## src/sv/c2s_pkg.sv

```systemverilog
// Shared types, constants and the CORDIC arctangent table for the
// Cartesian to spherical converter. No dependencies.
package c2s_pkg;

  // Internal scale: coordinates carry 31 magnitude bits, angles are 32-bit turns.
  localparam int ITERS = 32;
  localparam int DW    = 36;
  localparam int GW    = 34;
  localparam int RW    = 34;

  localparam logic [29:0]   INV_GAIN_Q30 = 30'h26DD3B6A;
  localparam logic [GW-1:0] HALF_TURN    = GW'(64'h8000_0000);
  localparam logic [GW-1:0] QUARTER_TURN = GW'(64'h4000_0000);

  typedef logic signed [DW-1:0] data_t;
  typedef logic signed [GW-1:0] ang_t;

  // Sideband that rides along with each request through the pipeline.
  typedef struct packed {
    data_t       z;
    logic [31:0] az;
    logic        zv;
    logic        xyz;
  } side_t;

  // Arctangent of 2^-i as a fraction of a full turn times 2^32.
  function automatic logic [31:0] atan_turn(input int i);
    logic [31:0] r;
    begin
      unique case (i)
        0:  r = 32'h20000000;  1:  r = 32'h12E4051E;
        2:  r = 32'h09FB385B;  3:  r = 32'h051111D4;
        4:  r = 32'h028B0D43;  5:  r = 32'h0145D7E1;
        6:  r = 32'h00A2F61E;  7:  r = 32'h00517C55;
        8:  r = 32'h0028BE53;  9:  r = 32'h00145F2F;
        10: r = 32'h000A2F98;  11: r = 32'h000517CC;
        12: r = 32'h00028BE6;  13: r = 32'h000145F3;
        14: r = 32'h0000A2FA;  15: r = 32'h0000517D;
        16: r = 32'h000028BE;  17: r = 32'h0000145F;
        18: r = 32'h00000A30;  19: r = 32'h00000518;
        20: r = 32'h0000028C;  21: r = 32'h00000146;
        22: r = 32'h000000A3;  23: r = 32'h00000051;
        24: r = 32'h00000029;  25: r = 32'h00000014;
        26: r = 32'h0000000A;  27: r = 32'h00000005;
        28: r = 32'h00000003;  29: r = 32'h00000001;
        30: r = 32'h00000001;
        default: r = 32'h00000000;
      endcase
      return r;
    end
  endfunction

endpackage

```

## src/sv/c2s_gain.sv

```systemverilog
// Registered CORDIC gain correction: clamps at zero and scales by 1/K in Q30.
// Depends on c2s_pkg.
module c2s_gain
  import c2s_pkg::*;
(
  input  logic          clk,
  input  logic          rst,
  input  logic          en,
  input  logic          valid_i,
  input  data_t         v_i,
  input  ang_t          ang_i,
  input  side_t         side_i,
  output logic          valid_o,
  output logic [RW-1:0] mag_o,
  output ang_t          ang_o,
  output side_t         side_o
);

  logic [DW-2:0]    u;
  logic [DW+28:0]   prod;

  // Negative or zero lengths count as zero.
  assign u    = (v_i > 0) ? v_i[DW-2:0] : '0;
  assign prod = u * INV_GAIN_Q30;

  always_ff @(posedge clk) begin
    if (rst) begin
      valid_o <= 1'b0;
    end else if (en) begin
      valid_o <= valid_i;
    end
    if (en) begin
      mag_o  <= prod[RW+29:30];
      ang_o  <= ang_i;
      side_o <= side_i;
    end
  end

endmodule

```

## config.mk

```make
export PLATFORM = sky130hd
export DESIGN_NAME = c2s_gain
export DESIGN_NICKNAME = d
export VERILOG_FILES = /design/src/sv/c2s_pkg.sv /design/src/sv/c2s_gain.sv
export SDC_FILE = /design/constraint.sdc
export NUM_CORES = 1
export LEC_CHECK = 0
export CAP_MARGIN = 20
export CELL_PAD_IN_SITES_DETAIL_PLACEMENT = 1
export CELL_PAD_IN_SITES_GLOBAL_PLACEMENT = 1
export CORE_MARGIN = 10
export CORE_UTILIZATION = 58
export DETAILED_ROUTE_END_ITERATION = 12
export DONT_BUFFER_PORTS = 1
export HOLD_SLACK_MARGIN = 0.05
export PLACE_DENSITY = 0.9
export REMOVE_ABC_BUFFERS = 1
export SLEW_MARGIN = 20
export SYNTH_ARGS = -nofsm -noshare
export SYNTH_HDL_FRONTEND = slang
export SYNTH_SLANG_ARGS = --single-unit
```

## constraint.sdc

```tcl
create_clock -name clk -period 25.5 [get_ports clk]
set_input_delay 5.1 -clock clk [delete_from_list [all_inputs] [get_ports clk]]
set_output_delay 5.1 -clock clk [all_outputs]
set_load 0.01 [all_outputs]
```

==> flow_summary_export.csv, run 1 <==
group,metric,value,unit
clock_network,post_cts.repair.setup_buffers,0,
global_route,grt_pass1_vias,20248,
die,die_w,225,um
die,initial_core_util,58.5,%
timing,worstMarginPinSlew,0.760,ns
drt,avgRoutedWirePerCell,32.0,um
placed_design,portBuffers,0,
drt,remaining_drc_errors,0,
clock_network,clk_pin_slew,0.06,ns
timing,setup_viol,0,
die,coreArea,41800,sq um
worst_setup_path,worst-path-buf-inv,6,
drt,dr.pass1.iters,6,
logic_synthesis,ys_types,63,
global_route,grt_usage,36.1,%
global_route,grt_max_degree,140,
clock_network,numClockSinks,139,
timing,fin_skew,0,ns
worst_setup_path,worstPathArrival,14.89,ns
global_route,grt_pass1_wl,131,mm
final_layout,instances_no_fill,2786,
logic_synthesis,yosysTopAreaCellShare,41.3,%
drt,vias_per_cell,6.07,
clock_network,cts_buffers,17,
placed_design,placed_cells,2746,
worst_setup_path,path_depth,29,
logic_synthesis,yosysWarnings,0,
clock_network,h-tree-depth,4,
timing,slew_violations,0,
worst_setup_path,cp_max_fo,26,
worst_setup_path,crit_path_max_incr_delay,0.73,ns
global_route,antenna_found_initial,6,
final_layout,utilization,61.3,%
die,io_pins,283,
drt,postRouteAntennaNets,0,
logic_synthesis,ys.flop_type,"edfxtp_1",
logic_synthesis,synth_commonest_cells,"inv_1, fa_1, ha_1",
logic_synthesis,ys_ff_latch,139,
final_layout,nets,3243,
run,cap_violations,0,
worst_setup_path,start_kind,"primary input",
drt,vias,16918,
placed_design,hpwlAfterDp,76.5,mm
logic_synthesis,synth_seq_area_share,17.1,%
drt,drt_wl_total,89.2,mm
final_layout,drive_above_1_share,2.28,%
hold_path,hold_path_class,"reg -> reg",
die,fp-row-count,75,
timing,hold_slack,0.653,ns
clock_network,insertion_delay,0.44,ns
clock_network,cts_buffer_depth,2,
clock_network,ctsHoldBuffers,0,
logic_synthesis,synthCells,2221,
timing,clock.fmax,0.0681,GHz
worst_setup_path,path_class,"in -> reg",
logic_synthesis,async_flop_share,0,%
die,die_y,225,um
status,status,"completed",
worst_setup_path,cp.required,25.71,ns
logic_synthesis,syn_area,24400,sq um
timing,rsz0062_at_grt,"no",
worst_setup_path,critPathTopFamily,"adder cells",
logic_synthesis,yosysTopAreaCell,"fa_1",
drt,drtIter0Drc,1258,
placed_design,routabilityCongestion,1.01,
worst_setup_path,critPathSlowestCell,"o311ai_0",
timing,post-route-min-period,14.68,ns
global_route,grt-ovfl-total,0,
logic_synthesis,synth_edf_count,138,
timing,relSlewSlack,48.7,%
worst_setup_path,cpMostUsedCell,"fa_1",
logic_synthesis,avgSynthCellArea,11.0,sq um
timing,finalHoldViolCount,0,
clock_network,cts_resized,0,
timing,fin_crit_sh,57.6,%
worst_setup_path,endpoint_kind,"flip-flop",
clock_network,cts_root_buf,"clkbuf_16",
hold_path,hold_depth,2,
die,dieArea,50700,sq um
logic_synthesis,synth_area_leaders,"fa_1, ha_1, edfxtp_1, inv_1, a21o_1",
timing,fin_setup_tns,0,ns
logic_synthesis,yosysMostFrequentCell,"inv_1",
clock_network,cts_tree,"built",
final_layout,synthToLayoutAreaGrowth,4.88,%
worst_setup_path,r2r_cells,2,
-- layout make-up --
class,count,area [sq um]
Clock buffer,17,425
Tap cell,539,674
Clock inverter,15,154
Timing Repair Buffer,6,45.0
Fill cell,4350,16200
Antenna cell,8,20.0
Inverter,784,2940
Sequential cell,139,4160
Multi-Input combinational cell,1278,17200
-- flip-flops by register name, summed over array words and instances (netlist names) --
signal	cells
valid_o	1
side_o	70
mag_o	34
ang_o	34
-- logic make-up (layout without fill, tap and decap cells) --
family / after synthesis / after routing / synth area share (%)
DFF: 139 / 139 / 17.1
buffers and inverters: 804 / 822 / 12.6
AOI/OAI and AO/OA: 190 / 190 / 5.15
xor gates and xnor gates: 36 / 36 / 1.29
adders and majority gates: 873 / 873 / 60.2
and+or+nand+nor: 178 / 178 / 3.61
muxes: 1 / 1 / 0.0410
other: 0 / 8 / 0
-- worst reg2reg max path, cell delays in order (launching register included) --
cell     delay [ns]
dfxtp_1        0.37
mux2i_1        0.19
nor2_1         0.05
-- path summary, 6_finish.rpt --
path                            startpoint        end  slack (ns)
worst min-delay path               valid_o    valid_o        0.65
worst max register to register     valid_o    valid_o       24.78
worst max-delay path               v_i[12]  mag_o[33]       10.82
worst min register to register     valid_o    valid_o        0.65
-- per-stage QoR --
step / instance area, sq um / setup slack (ns)
5_1_grt: 25600 / 10.61
3_5_place_dp: 25000 / 10.94
2_1_floorplan: 24300 / 12.07
6_report: 25600 / 10.82
4_1_cts: 25600 / 10.98
3_3_place_gp: 25000 / 11.32
-- cell usage in the layout (no fill, tap or decap), drive strengths merged, types with 3 or more instances in the layout --
cell type / synthesis / layout
a31oi: 8 / 8
buf: 6 / 6
a311oi: 3 / 3
ha: 369 / 369
or3: 5 / 5
o21a: 3 / 3
diode: 0 / 8
o311ai: 3 / 3
a211oi: 6 / 6
nor3: 8 / 8
o21ai: 26 / 26
nor2: 29 / 29
nor2b: 7 / 7
clkinv: 0 / 5
nand2: 65 / 65
fa: 504 / 504
xnor2: 19 / 19
inv: 784 / 792
and3: 4 / 4
xor2: 17 / 17
clkbuf: 11 / 17
o21bai: 10 / 10
nor4: 12 / 12
edfxtp: 138 / 138
a21oi: 57 / 57
nand2b: 4 / 4
and2: 7 / 7
nand3: 11 / 11
o211ai: 3 / 3
nand4: 20 / 20
a21o: 50 / 50
-- layer usage --
metal / track usage (%) / part of all wire (%) / wire length (um)
met5: 0 / 0.015 / 13
met1: 37.3 / 33 / 29300
met3: 8.46 / 7.3 / 6510
met2: 62.6 / 51 / 45500
met4: 28.1 / 8.9 / 7950
Power of run 1 is left out: the tool's default activity adds up to more than one toggle a clock period on the data nets, which glitch-free logic cannot reach.
==> run 2, diff against run 1 <==
Settings changed: CORE_UTILIZATION 58 to 48, PLACE_DENSITY 0.9 to 0.8.
Clock period 25.5 ns to 12.4 ns, I/O delays scaled along.
==> flow_summary_export.csv, run 2 (same netlist as run 1, synthesis figures left out) <==
group,metric,value,unit
placed_design,portBuffers,0,
clock_network,clk_pin_slew,0.06,ns
hold_path,hold_path_class,"reg -> reg",
final_layout,drive_above_1_share,2.93,%
worst_setup_path,worstPathArrival,11.88,ns
clock_network,cts_buffers,17,
die,initial_core_util,48.6,%
global_route,antenna_found_initial,3,
drt,drtIter0Drc,1015,
timing,post-route-min-period,11.71,ns
clock_network,insertion_delay,0.43,ns
drt,remaining_drc_errors,0,
die,dieArea,60300,sq um
global_route,grt_pass1_vias,18889,
placed_design,routabilityCongestion,0.990,
hold_path,hold_depth,2,
worst_setup_path,endpoint_kind,"flip-flop",
die,die_y,246,um
worst_setup_path,critPathSlowestCell,"o41ai_2",
timing,clock.fmax,0.0854,GHz
worst_setup_path,cpMostUsedCell,"fa_1",
worst_setup_path,path_class,"in -> reg",
final_layout,synthToLayoutAreaGrowth,6.32,%
drt,drt_wl_total,80.4,mm
global_route,grt_max_degree,140,
global_route,grt_usage,27.3,%
placed_design,hpwlAfterDp,72.1,mm
drt,avgRoutedWirePerCell,27.5,um
final_layout,utilization,51.6,%
timing,slew_violations,0,
timing,finalHoldViolCount,0,
placed_design,pre_cts_ws,0.382,ns
final_layout,top_register,"side_o",
worst_setup_path,cp.required,12.57,ns
global_route,grt-ovfl-total,0,
final_layout,final_cell_mix,"inv_1, fa_1, ha_1, edfxtp_1, nand2_1",
final_layout,final_common_cell,"inv_1",
final_layout,largest_reg_flops,70,
die,die_w,246,um
clock_network,h-tree-depth,4,
global_route,grt_pass1_wl,121,mm
clock_network,cts_resized,0,
timing,relSlewSlack,30.6,%
timing,setup_slack,0.689,ns
clock_network,cts_root_buf,"clkbuf_16",
clock_network,ctsHoldBuffers,0,
timing,worstMarginPinSlew,1.03,ns
worst_setup_path,path_depth,29,
final_layout,nets,3260,
drt,dr.pass1.iters,8,
worst_setup_path,worst-path-buf-inv,6,
timing,setup_viol,0,
timing,fin_skew,0,ns
worst_setup_path,start_kind,"primary input",
worst_setup_path,cp_max_fo,17,
clock_network,cts_tree,"built",
drt,vias,16121,
run,cap_violations,0,
timing,fin_setup_tns,0,ns
clock_network,post_cts.repair.setup_buffers,0,
die,io_pins,283,
die,coreArea,50300,sq um
timing,rsz0062_at_grt,"no",
drt,vias_per_cell,5.50,
die,fp-row-count,82,
worst_setup_path,crit_path_max_incr_delay,0.63,ns
clock_network,numClockSinks,139,
final_layout,reg_top3,"side_o x70, ang_o x34, mag_o x34",
worst_setup_path,critPathTopFamily,"adder cells",
clock_network,cts_buffer_depth,2,
worst_setup_path,r2r_cells,2,
drt,postRouteAntennaNets,0,
timing,fin_crit_sh,94.4,%
status,status,"completed",
run 2: layout make-up:
cell class | instances | area [sq um]
Multi-Input combinational cell | 1278 | 17200
Clock inverter | 12 | 208
Fill cell | 5434 | 24300
Tap cell | 672 | 841
Timing Repair Buffer | 23 | 173
Inverter | 784 | 2940
Clock buffer | 20 | 447
Sequential cell | 139 | 4160
Antenna cell | 1 | 2.50
run 2: worst paths after layout:
path	startpoint	endpoint	slack (ns)
max	v_i[12]	mag_o[23]	0.69
min	valid_o	valid_o	0.64
max reg2reg	valid_o	valid_o	11.68
min reg2reg	valid_o	valid_o	0.64
run 2: layer usage:
layer | share of wire [%] | vias to the layer above | GRT usage [%]
li1 | - | 6812 | -
met1 | 39 | 8616 | 33.7
met2 | 52 | 549 | 48.5
met3 | 4.5 | 142 | 2.94
met4 | 4.2 | 2 | 10.0
met5 | 0.016 | - | 0
run 2: metrics by stage:
| stage | hold WS [ns] | area (sq um) | instances |
|---|---|---|---|
| 6_report | 0.640 | 26000 | 2929 |
| 4_1_cts | 0.638 | 26000 | 2928 |
| 5_1_grt | 0.666 | 26000 | 2928 |
| 3_3_place_gp | 0.557 | 25300 | 2896 |
| 3_5_place_dp | 0.629 | 25300 | 2896 |
| 2_1_floorplan | 0.528 | 24300 | 2201 |
run 2: worst min-delay path: stages, from the launching register on:
cell and delay, ns:
dfxtp_1 0.37, mux2i_1 0.16, nor2_1 0.07
Power of run 2 is left out for the same reason.
