==> config.mk <==
export PLATFORM = sky130hd
export DESIGN_NAME = c2s_cordic_stage
export DESIGN_NICKNAME = d
export VERILOG_FILES = /design/src/sv/c2s_pkg.sv /design/src/sv/c2s_cordic_stage.sv
export SDC_FILE = /design/constraint.sdc
export NUM_CORES = 1
export LEC_CHECK = 0
export BUFFER_PORTS_ARGS = -buffer_cell sky130_fd_sc_hd__buf_2
export CAP_MARGIN = 20
export CORE_AREA = 2 2 141 281
export CTS_CLUSTER_SIZE = 14
export DETAILED_ROUTE_END_ITERATION = 10
export DIE_AREA = 0 0 143 283
export GPL_ROUTABILITY_DRIVEN = 0
export PLACE_DENSITY = 0.6
export SYNTH_ARGS = -nofsm -noshare
export SYNTH_HDL_FRONTEND = slang
export SYNTH_SLANG_ARGS = --single-unit
==> constraint.sdc <==
create_clock -name clk -period 5.8 [get_ports clk]
set_input_delay 0.58 -clock clk [delete_from_list [all_inputs] [get_ports clk]]
set_output_delay 0.58 -clock clk [all_outputs]
set_load 0.03 [all_outputs]
==> src/sv/c2s_pkg.sv <==
// Shared types, constants and the CORDIC arctangent table for the
// Cartesian to spherical converter. No dependencies.
package c2s_pkg;

  // Internal scale: coordinates carry 31 magnitude bits, angles are 32-bit turns.
  localparam int ITERS = 32;
  localparam int DW    = 36;
  localparam int GW    = 34;
  localparam int RW    = 34;

  localparam logic [29:0]   INV_GAIN_Q30 = 30'h26DD3B6A;
  localparam logic [GW-1:0] HALF_TURN    = GW'(64'h8000_0000);
  localparam logic [GW-1:0] QUARTER_TURN = GW'(64'h4000_0000);

  typedef logic signed [DW-1:0] data_t;
  typedef logic signed [GW-1:0] ang_t;

  // Sideband that rides along with each request through the pipeline.
  typedef struct packed {
    data_t       z;
    logic [31:0] az;
    logic        zv;
    logic        xyz;
  } side_t;

  // Arctangent of 2^-i as a fraction of a full turn times 2^32.
  function automatic logic [31:0] atan_turn(input int i);
    logic [31:0] r;
    begin
      unique case (i)
        0:  r = 32'h20000000;  1:  r = 32'h12E4051E;
        2:  r = 32'h09FB385B;  3:  r = 32'h051111D4;
        4:  r = 32'h028B0D43;  5:  r = 32'h0145D7E1;
        6:  r = 32'h00A2F61E;  7:  r = 32'h00517C55;
        8:  r = 32'h0028BE53;  9:  r = 32'h00145F2F;
        10: r = 32'h000A2F98;  11: r = 32'h000517CC;
        12: r = 32'h00028BE6;  13: r = 32'h000145F3;
        14: r = 32'h0000A2FA;  15: r = 32'h0000517D;
        16: r = 32'h000028BE;  17: r = 32'h0000145F;
        18: r = 32'h00000A30;  19: r = 32'h00000518;
        20: r = 32'h0000028C;  21: r = 32'h00000146;
        22: r = 32'h000000A3;  23: r = 32'h00000051;
        24: r = 32'h00000029;  25: r = 32'h00000014;
        26: r = 32'h0000000A;  27: r = 32'h00000005;
        28: r = 32'h00000003;  29: r = 32'h00000001;
        30: r = 32'h00000001;
        default: r = 32'h00000000;
      endcase
      return r;
    end
  endfunction

endpackage

==> src/sv/c2s_cordic_stage.sv <==
// One registered vectoring CORDIC iteration with its valid bit.
// Depends on c2s_pkg.
module c2s_cordic_stage
  import c2s_pkg::*;
#(
  parameter int ITER = 0
) (
  input  logic  clk,
  input  logic  rst,
  input  logic  en,
  input  logic  valid_i,
  input  data_t p_i,
  input  data_t q_i,
  input  ang_t  ang_i,
  input  side_t side_i,
  output logic  valid_o,
  output data_t p_o,
  output data_t q_o,
  output ang_t  ang_o,
  output side_t side_o
);

  localparam logic [31:0] ATAN = atan_turn(ITER);

  data_t ps;
  data_t qs;
  ang_t  step;

  // Shifts round toward minus infinity.
  assign ps   = p_i >>> ITER;
  assign qs   = q_i >>> ITER;
  assign step = $signed({{(GW-32){1'b0}}, ATAN});

  // Rotate toward q = 0 and accumulate the angle.
  always_ff @(posedge clk) begin
    if (rst) begin
      valid_o <= 1'b0;
    end else if (en) begin
      valid_o <= valid_i;
    end
    if (en) begin
      side_o <= side_i;
      if (!q_i[DW-1]) begin
        p_o   <= p_i + qs;
        q_o   <= q_i - ps;
        ang_o <= ang_i + step;
      end else begin
        p_o   <= p_i - qs;
        q_o   <= q_i + ps;
        ang_o <= ang_i - step;
      end
    end
  end

endmodule

==> results.md, run 1 <==
* Outcome: completed
* Pwr/cell area at approximately 290 nW/um^2
* Hold buffers post-CTS at 0
* WL final at 41600 um
* Pwr Total at a little over 4 mW
* Power share of the clock group at 0.277
* Switching Power at 1.51 mW
* First-pass GRT wire length at roughly 60000 um
* Core footprint at 38400 um^2
* Vias at 9981
* CP Capture Type: flop
* Clock Latency Late Sink at 430 ps
* Syn Std Cell Area at 11400 um^2
* Relative slew slack at 0.309
* Initial DRC count at roughly 1000
* Final nets at 1740
* CP peak stage delay at 550 ps
* Synth unique cells at 63
* Syn nets at 1409
* Die Y at 283 um
* Setup violations, final at 0
* Rows at 102
* CTS clk-pin slew, worst paths at 70 ps
* DR vias/cell at a little over 5
* Max clock buf depth at 2
* CTS Root Cell: clkbuf_16
* Area contributors post-synth: edfxtp_1, ha_1, a21oi_1, xnor2_1, inv_1
* # port buffers at 356
* Ys async rst share at 0
* Setup TNS Final at 0 ps
* Max FO, Critical Path at 13
* Initial Utilization at 0.297
* Pins over their slew limit at 0
* Yosys top cell by area: edfxtp_1
* Crit path DAT at 3910 ps
* Cell family with most CP delay: compound AO/OA/AOI/OAI gates
* Post-synth EDFFs at about 180
* Synth Flop Type: edfxtp_1
* Critical path class: in2reg
* Req. time, crit path at 5980 ps
* Critical path buffer and inverter count at 2
* Vias in the first global route at 9698
* Syn Area/Cell at 10.2 um^2
* Peak supply drop at 0.201 mV
* Fraction of layout cells with a size suffix above 1 at 0.275
* Gr usage total at 0.197
* Worst min path class: in2reg
* Post-CTS sizing at 0
* Clock Skew at 0 ps
* Mapped Cells at approximately 1100
* Post-DP HPWL at around 33000 um
* Cts bufs inserted at 17
* Setup Buffers After CTS at 0
* Num Clock Sinks at 176
* DRC viols at 0
* Least-Margin Pin Slew at 1040 ps
* Leak at approximately 6.3 nW
* Unrepaired setup endpoints after global routing: no
* Final hold vios at 0
* Htree depth at 4
* Die W at around 140 um
* Die area at approximately 40000 um^2
* Max-cap violations at 0
* Yosys reg bits at 176
* Remaining global-route overflow at 0
* Pin count of the biggest net entering global routing at 164
* Sequential fraction of the synthesis area at 0.463
* CTS tree: done
* Share of power burned in registers at 0.408
* Syn-to-layout area delta at 25.0%
* Crit start category: primary input
* Fmax at 268 MHz
* Io pins at 357
* Initial antenna violation count at 6
* DR WL/cell at 21.0 um
* DRT antenna net count at 0
* Worst path cell trace: buf_2 -> inv_1 -> ha_1 -> nor3_1 -> nand2_1 -> nor3b_1 -> o211ai_2 -> a31oi_1 -> a311o_1 -> a211o_1 -> o21ba_1 -> mux2i_1 -> xnor2_1
* Worst path slowest cell: nor3b_1
* Int Pwr at 2.56 mW
* DRT Pass-1 Iters at 6
* Tcrit/Tclk final at 0.642
* Combinational share of power at 0.315
* Minimum hold slack at a little under 300 ps
* Yosys top cell area share at 0.461
* Switching Share at 0.371
* Ys Warns at 0
* Final Critical Period at 3730 ps
## synth_stat cells, types with 9 or more instances
cell type,n
inv_1,113
nor3_1,22
a211oi_1,11
nand4_1,12
edfxtp_1,175
mux2i_1,23
xnor2_1,65
clkbuf_1,32
nor2_1,79
o21bai_1,27
nand2_1,42
o21a_1,10
nand2b_1,11
ha_1,110
nor2b_1,10
a21oi_1,130
a21o_1,26
o21ai_0,76
o31ai_1,10
nand3_1,9
## per-layer routing
layer / vias up / share of wire / track usage
met2: 607 / 0.44 / 0.308
met1: 4631 / 0.42 / 0.260
met4: 4 / 0.036 / 0.0757
li1: 4661 / - / -
met3: 78 / 0.10 / 0.0521
met5: - / 0.00065 / 0
## metrics by stage
step	setup WS, ps	instances	utilization	instance area, um^2
finish	2070	1980	0.371	14300
global route	1910	1980	0.371	14300
CTS	2190	1979	0.371	14200
detailed placement	1750	1947	0.356	13700
global placement	1820	1947	0.356	13700
floorplan	2660	1115	-	11400
## logic make-up (layout without fill, tap and decap cells)
family,Yosys count,after routing,share of synthesized area
xor gates and xnor gates,72,72,0.0553
AOI/OAI and AO/OA,349,349,0.189
adders and majority gates,114,114,0.128
buffers and inverters,167,511,0.0569
muxes,23,23,0.0202
other,0,1,0
DFF,176,176,0.463
and+or+nand+nor,214,214,0.0883
## final cells by class
class,instances,area (um^2)
fill,3932,24200
inverter,119,447
clock inverter,15,145
timing repair buffer,360,1830
antenna,1,2.50
tap,520,651
sequential,176,5280
multi-input combinational,772,5480
clock buffer,17,425
## power by group through the flow
stage / logic (mW) / clock network (mW) / registers (mW)
2_1_floorplan: 0.519 / 0 / 1.97
3_3_place_gp: 1.27 / 0 / 1.69
3_5_place_dp: 1.27 / 0 / 1.69
4_1_cts: 1.28 / 1.16 / 1.66
5_1_grt: 1.38 / 1.20 / 1.67
6_report: 1.28 / 1.13 / 1.66
## path summary, 6_finish.rpt
kind	start	endpoint	slack [ps]	cells past startpoint
setup / recovery	p_i[8]	p_o[35]$_DFFE_PP_	2070	13
hold / removal	rst	valid_o$_SDFFE_PP0P_	300	2
setup reg to reg	valid_o$_SDFFE_PP0P_	valid_o$_SDFFE_PP0P_	5220	2
hold reg to reg	valid_o$_SDFFE_PP0P_	valid_o$_SDFFE_PP0P_	490	2
## cells in the final DEF (no fill, tap or decap), types with 17 or more instances in the layout
cell       netlist  routed
nor2_1          79      79
edfxtp_1       175     175
nor3_1          22      22
clkbuf_16        0      17
a21o_1          26      26
ha_1           110     110
a21oi_1        130     130
mux2i_1         23      23
nand2_1         42      42
o21bai_1        27      27
buf_2            5     355
xnor2_1         65      65
o21ai_0         76      76
inv_1          113     113
## sequential cells by signal, indices dropped and copies added (netlist names)
| signal | flops |
|---|---|
| ang_o | 34 |
| p_o | 36 |
| q_o | 35 |
| side_o | 70 |
| valid_o | 1 |
No activity file was read; power rests on OpenSTA's default activity.
==> run 2, diff against run 1 <==
Clock period 5.8 ns to 3.9 ns, I/O delays scaled along.
==> run 2 against run 1 <==
Net effect:
- non-clock buffer count rose by 32
- clock skew is the same
- via count grew 2.2%
- critical path depth unchanged
- routed wire length increased by 1.7%
- register-to-register slack lost 1900 ps
- first-iteration DRC count is 3.0% higher
- global-route usage rose by 0.62 points
- combinational power rose by 54%
- clock power up 46%
- utilization is 0.62 points higher
- critical endpoint is now q_o[35]$_DFFE_PP_
- largest power group unchanged
==> results.md, run 2 (same netlist as run 1, synthesis figures left out) <==
* DR vias/cell at 5.06 (+0.40%)
* Die W at 143 um (unchanged)
* Remaining global-route overflow at 0 (unchanged)
* Setup TNS Final at 0 ps (unchanged)
* Hold buffers post-CTS at 0 (unchanged)
* Io pins at 357 (unchanged)
* Syn-to-layout area delta at 27.1%
* Pins over their slew limit at 0 (unchanged)
* Post-CTS sizing at 0 (unchanged)
* Initial antenna violation count at 8 (+2)
* Cts bufs inserted at 17 (unchanged)
* Htree depth at 4 (unchanged)
* DR WL/cell at 21.0 um (about the same)
* Tcrit/Tclk final at 0.871
* Core footprint at 38400 um^2 (unchanged)
* Top layer in use: met5
* Final instance area at 14500 um^2 (+1.7%)
* Initial DRC count at 1041 (+3.0%)
* Pin count of the biggest net entering global routing at 90 (-45%)
* DRT antenna net count at 0 (unchanged)
* DR WL met2 at 18900 um (+2.9%)
* Outcome: completed
* Die area at 40500 um^2 (unchanged)
* Final hold vios at 0 (unchanged)
* CP Capture Type: flop
* Rows at 102 (unchanged)
* Setup violations, final at 0 (unchanged)
* Peak supply drop at 0.319 mV (+59%)
* DRC viols at 0 (unchanged)
* Flop-to-flop setup slack at 3320 ps (-1900 ps)
* Final Critical Period at 3400 ps
* Clock Latency Late Sink at 440 ps (about the same)
* Initial Utilization at 0.297 (unchanged)
* Fraction of layout cells with a size suffix above 1 at 0.290 (+0.0149)
* Vias in the first global route at 9959 (+2.7%)
* Max clock buf depth at 2 (unchanged)
* Crit path DAT at 3580 ps (-330 ps)
* Num Clock Sinks at 176 (unchanged)
* First-pass GRT wire length at 61300 um (+2.5%)
* Vias at 10200 (+2.2%)
* DRT Pass-1 Iters at 5 (-1)
* Crit start category: primary input
* Met1 WL at 17400 um (-0.31%)
* Final nets at 1772 (+1.8%)
* Most frequent cells in the layout: buf_2, edfxtp_1, a21oi_1
* Critical path class: in2reg
* CTS clk-pin slew, worst paths at 70 ps (about the same)
* Clock Skew at 0 ps (unchanged)
* CTS Root Cell: clkbuf_16
* Fmax at 294 MHz
* Top reg by flops: side_o
* Leak at 6.47 nW (+2.4%)
* Relative slew slack at 0.426 (+0.118)
* Post-DP HPWL at 34400 um (+3.1%)
* Most common cell after layout, fill and taps aside: buf_2
* Die Y at 283 um (unchanged)
* Setup Buffers After CTS at 0 (unchanged)
* Max FO, Critical Path at 4 (-9)
* Layout fillers at 3902 (-0.76%)
* CTS tree: done
* Post-Place Cell Area at 13900 um^2 (+1.8%)
* Pwr/cell area at 420 nW/um^2 (+47%)
* Least-Margin Pin Slew at 860 ps (-177 ps)
* # port buffers at 356 (unchanged)
* Max reg flops at 70 (unchanged)
* Worst min path class: in2reg
* WL final at 42300 um (+1.7%)
* Gr usage total at 0.204 (+0.00625)
* Unrepaired setup endpoints after global routing: no
* Top flop regs: side_o: 70 flops, p_o: 36 flops, q_o: 35 flops
* Req. time, crit path at 4090 ps (-1890 ps)
* Max-cap violations at 0 (unchanged)
* Metal3 WL at 4410 um (+4.2%)
## run 2: power breakdown
group	internal [mW]	switching, mW	leakage [nW]
combinational	0.633	1.34	4.48
clock	0.889	0.765	0.271
sequential	2.37	0.0986	1.72
total	3.89	2.20	6.47
## run 2: per-layer routing
| metal | global-route usage | vias to the layer above |
|---|---|---|
| met4 | 0.0884 | 4 |
| met2 | 0.315 | 613 |
| met5 | 0 | - |
| met3 | 0.0593 | 80 |
| met1 | 0.263 | 4774 |
| li1 | - | 4727 |
## run 2: final cells by class
cell class | count | area, um^2 | share of cell area
diodes | 4 | 10.0 | 0.000691
clock buffers | 18 | 429 | 0.0296
clock inverters | 14 | 131 | 0.00907
inverters | 119 | 447 | 0.0308
multi-input cells | 772 | 5480 | 0.378
flip-flops and latches | 176 | 5280 | 0.364
well taps | 520 | 651 | 0.0449
repair buffers | 392 | 2070 | 0.143
## run 2: through the flow
step | setup slack, ps | hold WS [ps] | std cells | util | total power [mW]
2_1_floorplan | 947 | 462 | 1115 | - | 3.70
3_3_place_gp | 221 | 471 | 1979 | 0.362 | 4.46
3_5_place_dp | 133 | 479 | 1979 | 0.362 | 4.46
4_1_cts | 594 | 71.3 | 2011 | 0.377 | 6.13
5_1_grt | 340 | 91.0 | 2015 | 0.377 | 6.36
6_report | 504 | 98.7 | 2015 | 0.377 | 6.09
## run 2: worst paths after layout
check / start / to / cells past startpoint
setup reg to reg: valid_o$_SDFFE_PP0P_ / valid_o$_SDFFE_PP0P_ / 2
setup / recovery: p_i[1] / q_o[35]$_DFFE_PP_ / 13
hold / removal: rst / valid_o$_SDFFE_PP0P_ / 2
hold reg to reg: valid_o$_SDFFE_PP0P_ / valid_o$_SDFFE_PP0P_ / 2
## run 2: worst max-delay path: stages
cell	delay, ps
buf_2	140
inv_1	110
ha_1	330
nand2b_1	180
a221oi_1	330
nor3b_1	540
o211ai_2	200
a31oi_1	420
a311o_1	300
a211o_1	220
o21ba_1	170
o21bai_1	70
xor2_1	160
==> run 3, diff against run 2 <==
Settings changed: CORE_AREA 2 2 141 281 to 2 2 229 174, DIE_AREA 0 0 143 283 to 0 0 231 176, PLACE_DENSITY 0.6 to 0.62, SLEW_MARGIN set to 20.
Clock period 3.9 ns to 2.8 ns, I/O delays scaled along.
==> run 3 against run 2 <==
Net effect:
- routed wire length increased by 1.8%
- register-to-register slack got worse by 1100 ps
- final cell count increased by 13%
- design area increased by 19%
- die area increased by 0.46%
- largest power group unchanged
- highest routed layer unchanged
==> results.md, run 3 (same netlist as run 1, synthesis figures left out) <==
* Outcome: completed
* Int Pwr at 5.79 mW (+49%)
* DRT antenna net count at 0 (unchanged)
* WL final at 43100 um (+1.8%)
* Most frequent cells in the layout: buf_2, buf_4, edfxtp_1
* CP peak stage delay at 400 ps (-140 ps)
* DRT Pass-1 Iters at 7 (+2)
* CP Capture Type: flop
* Cts bufs inserted at 17 (unchanged)
* Io pins at 357 (unchanged)
* Multi-input gate area at 5970 um^2 (+9.1%)
* Setup TNS Final at 0 ps (unchanged)
* Max reg flops at 70 (unchanged)
* Die W at 231 um (+62%)
* DR vias/cell at 4.91 (-3.0%)
* DRC viols at 0 (unchanged)
* Top flop regs: side_o: 70 flops, p_o: 36 flops, q_o: 35 flops
* Layout fillers at 3590 (-8.0%)
* Top reg by flops: side_o
* Core footprint at 38200 um^2 (-0.64%)
* Pwr/cell area at 528 nW/um^2 (+26%)
* Syn-to-layout area delta at 51.7%
* Fin util at 0.453 (+0.0759)
* Register area at 5280 um^2 (unchanged)
* Worst path slowest cell: a311o_1
* Clock Skew at 0 ps (unchanged)
* Most frequent cell on the critical path: buf_6
* Max-cap violations at 0 (unchanged)
* Initial Utilization at 0.299 (+0.00193)
* Most common cell after layout, fill and taps aside: buf_2
* Power share of the clock group at 0.265 (-0.007)
* Gr usage total at 0.203 (-0.00108)
* Initial antenna violation count at 9 (+1)
* Critical path class: in2reg
* Pins over their slew limit at 0 (unchanged)
* Setup violations, final at 0 (unchanged)
* Req. time, crit path at 2990 ps (-1100 ps)
* Die area at 40700 um^2 (+0.46%)
* Worst min path class: in2reg
* Final Critical Period at 2760 ps
* CTS tree: done
* Peak supply drop at 0.445 mV (+39%)
* Vias at 11200 (+9.7%)
* # port buffers at 356 (unchanged)
* Post-DP HPWL at 34000 um (-1.2%)
* Pin count of the biggest net entering global routing at 83 (-7.8%)
* Share of power burned in registers at 0.373 (-0.032)
* Num Clock Sinks at 176 (unchanged)
* Relative slew slack at 0.512 (+0.0851)
* Initial DRC count at 1092 (+4.9%)
* Final hold vios at 0 (unchanged)
* CTS clk-pin slew, worst paths at 80 ps (about the same)
* Worst path cell trace: buf_6 -> ha_4 -> buf_6 -> nor3b_4 -> o31ai_4 -> o2111ai_4 -> o211ai_4 -> a31oi_4 -> a311o_1 -> a211o_4 -> o21ba_4 -> mux2i_1 -> xnor2_1
* Die Y at 176 um (-38%)
* Remaining global-route overflow at 0 (unchanged)
* Switching Power at 3.35 mW (+52%)
* Unrepaired setup endpoints after global routing: yes
* Fmax at between 300 and 400 MHz
* Crit path DAT at 2950 ps (-630 ps)
* Vias in the first global route at 10800 (+8.8%)
* Final nets at 2043 (+15%)
* DR WL/cell at 18.9 um (-9.9%)
* Max FO, Critical Path at 4 (unchanged)
* Max clock buf depth at 2 (unchanged)
* Crit start category: primary input
* Tcrit/Tclk final at 0.985
* Combinational share of power at 0.363 (+0.039)
* Clock Latency Late Sink at 440 ps (about the same)
* Least-Margin Pin Slew at 733 ps (-128 ps)
* CTS Root Cell: clkbuf_16
* Fraction of layout cells with a size suffix above 1 at 0.407 (+0.118)
* Htree depth at 4 (unchanged)
* Leak at 7.85 nW (+21%)
* Rows at 62 (-39%)
* Switching Share at 0.366 (+0.00495)
* First-pass GRT wire length at 63200 um (+3.0%)
==> run 3: cell count changes in the layout (fill, tap and decap cells not counted), moves of 5 or more <==
| cell | previous run | this run |
|---|---|---|
| ha_1 | 110 | 93 |
| ha_4 | 0 | 10 |
| o21ai_0 | 76 | 69 |
| a21oi_2 | 0 | 8 |
| buf_6 | 1 | 9 |
| ha_2 | 0 | 7 |
| dlygate4sd3_1 | 0 | 57 |
| a21oi_1 | 130 | 121 |
| buf_2 | 355 | 350 |
| buf_4 | 35 | 240 |
==> run 3: final timing paths <==
path	endpoint	cells past startpoint	from	slack (ps)
worst max register to register	valid_o$_SDFFE_PP0P_	2	valid_o$_SDFFE_PP0P_	2210
worst max-delay path	p_o[35]$_DFFE_PP_	13	q_i[7]	40
worst min-delay path	side_o[39]$_DFFE_PP_	1	side_i[39]	10
worst min register to register	valid_o$_SDFFE_PP0P_	2	valid_o$_SDFFE_PP0P_	510
==> run 3: per-stage QoR <==
step	hold slack, ps	total power, mW	cells	area, um^2	setup WS, ps
finish	11.6	9.13	2277	17300	41.3
global route	0.307	9.53	2277	17300	-44.2
CTS	0.0754	9.05	2263	16800	-11.6
global placement	443	6.48	2174	15500	-694
floorplan	352	5.15	1115	11400	5.42
detailed placement	443	6.51	2174	15500	-735
==> run 3: cell type report <==
| type | count | share of cell area |
|---|---|---|
| tap | 512 | 0.0370 |
| timing repair buffer | 663 | 0.252 |
| inverter | 119 | 0.0260 |
| clock inverter | 15 | 0.00962 |
| clock buffer | 17 | 0.0246 |
| sequential | 176 | 0.305 |
| antenna | 3 | 0.000434 |
| multi-input combinational | 772 | 0.345 |
==> run 3: power groups by stage <==
stage / clock network (mW) / logic, mW / registers [mW]
after global placement: 0 / 3.02 / 3.46
after floorplan: 0 / 1.08 / 4.07
after CTS: 2.47 / 3.17 / 3.40
final: 2.42 / 3.31 / 3.40
after detailed placement: 0 / 3.05 / 3.46
after global routing: 2.57 / 3.53 / 3.43
==> run 3: worst max-delay path: cells and delay by family <==
family | cells | cell delay [ps]
AOI/OAI and AO/OA | 7 | 1850
adders and majority gates | 1 | 280
buffers and inverters | 2 | 220
muxes | 1 | 160
xor gates and xnor gates | 1 | 100
and+or+nand+nor | 1 | 50
==> run 3: per-layer routing <==
layer	GRT usage	vias to the layer above	routed length [um]
li1	-	5270	-
met1	0.269	5252	18300
met2	0.320	576	19600
met3	0.0499	73	3990
met4	0.0734	12	1160
met5	0	-	88
==> run 3: timing repair <==
| action | in CTS | in global routing |
|---|---|---|
| hold endpoints to repair | 55 | 2 |
| hold buffers | 55 | 2 |
| pin swaps | 10 | 23 |
| gates resized for setup | 28 | 84 |
| buffers inserted | 2 | 10 |
| endpoints found under the setup margin | 26 | 30 |
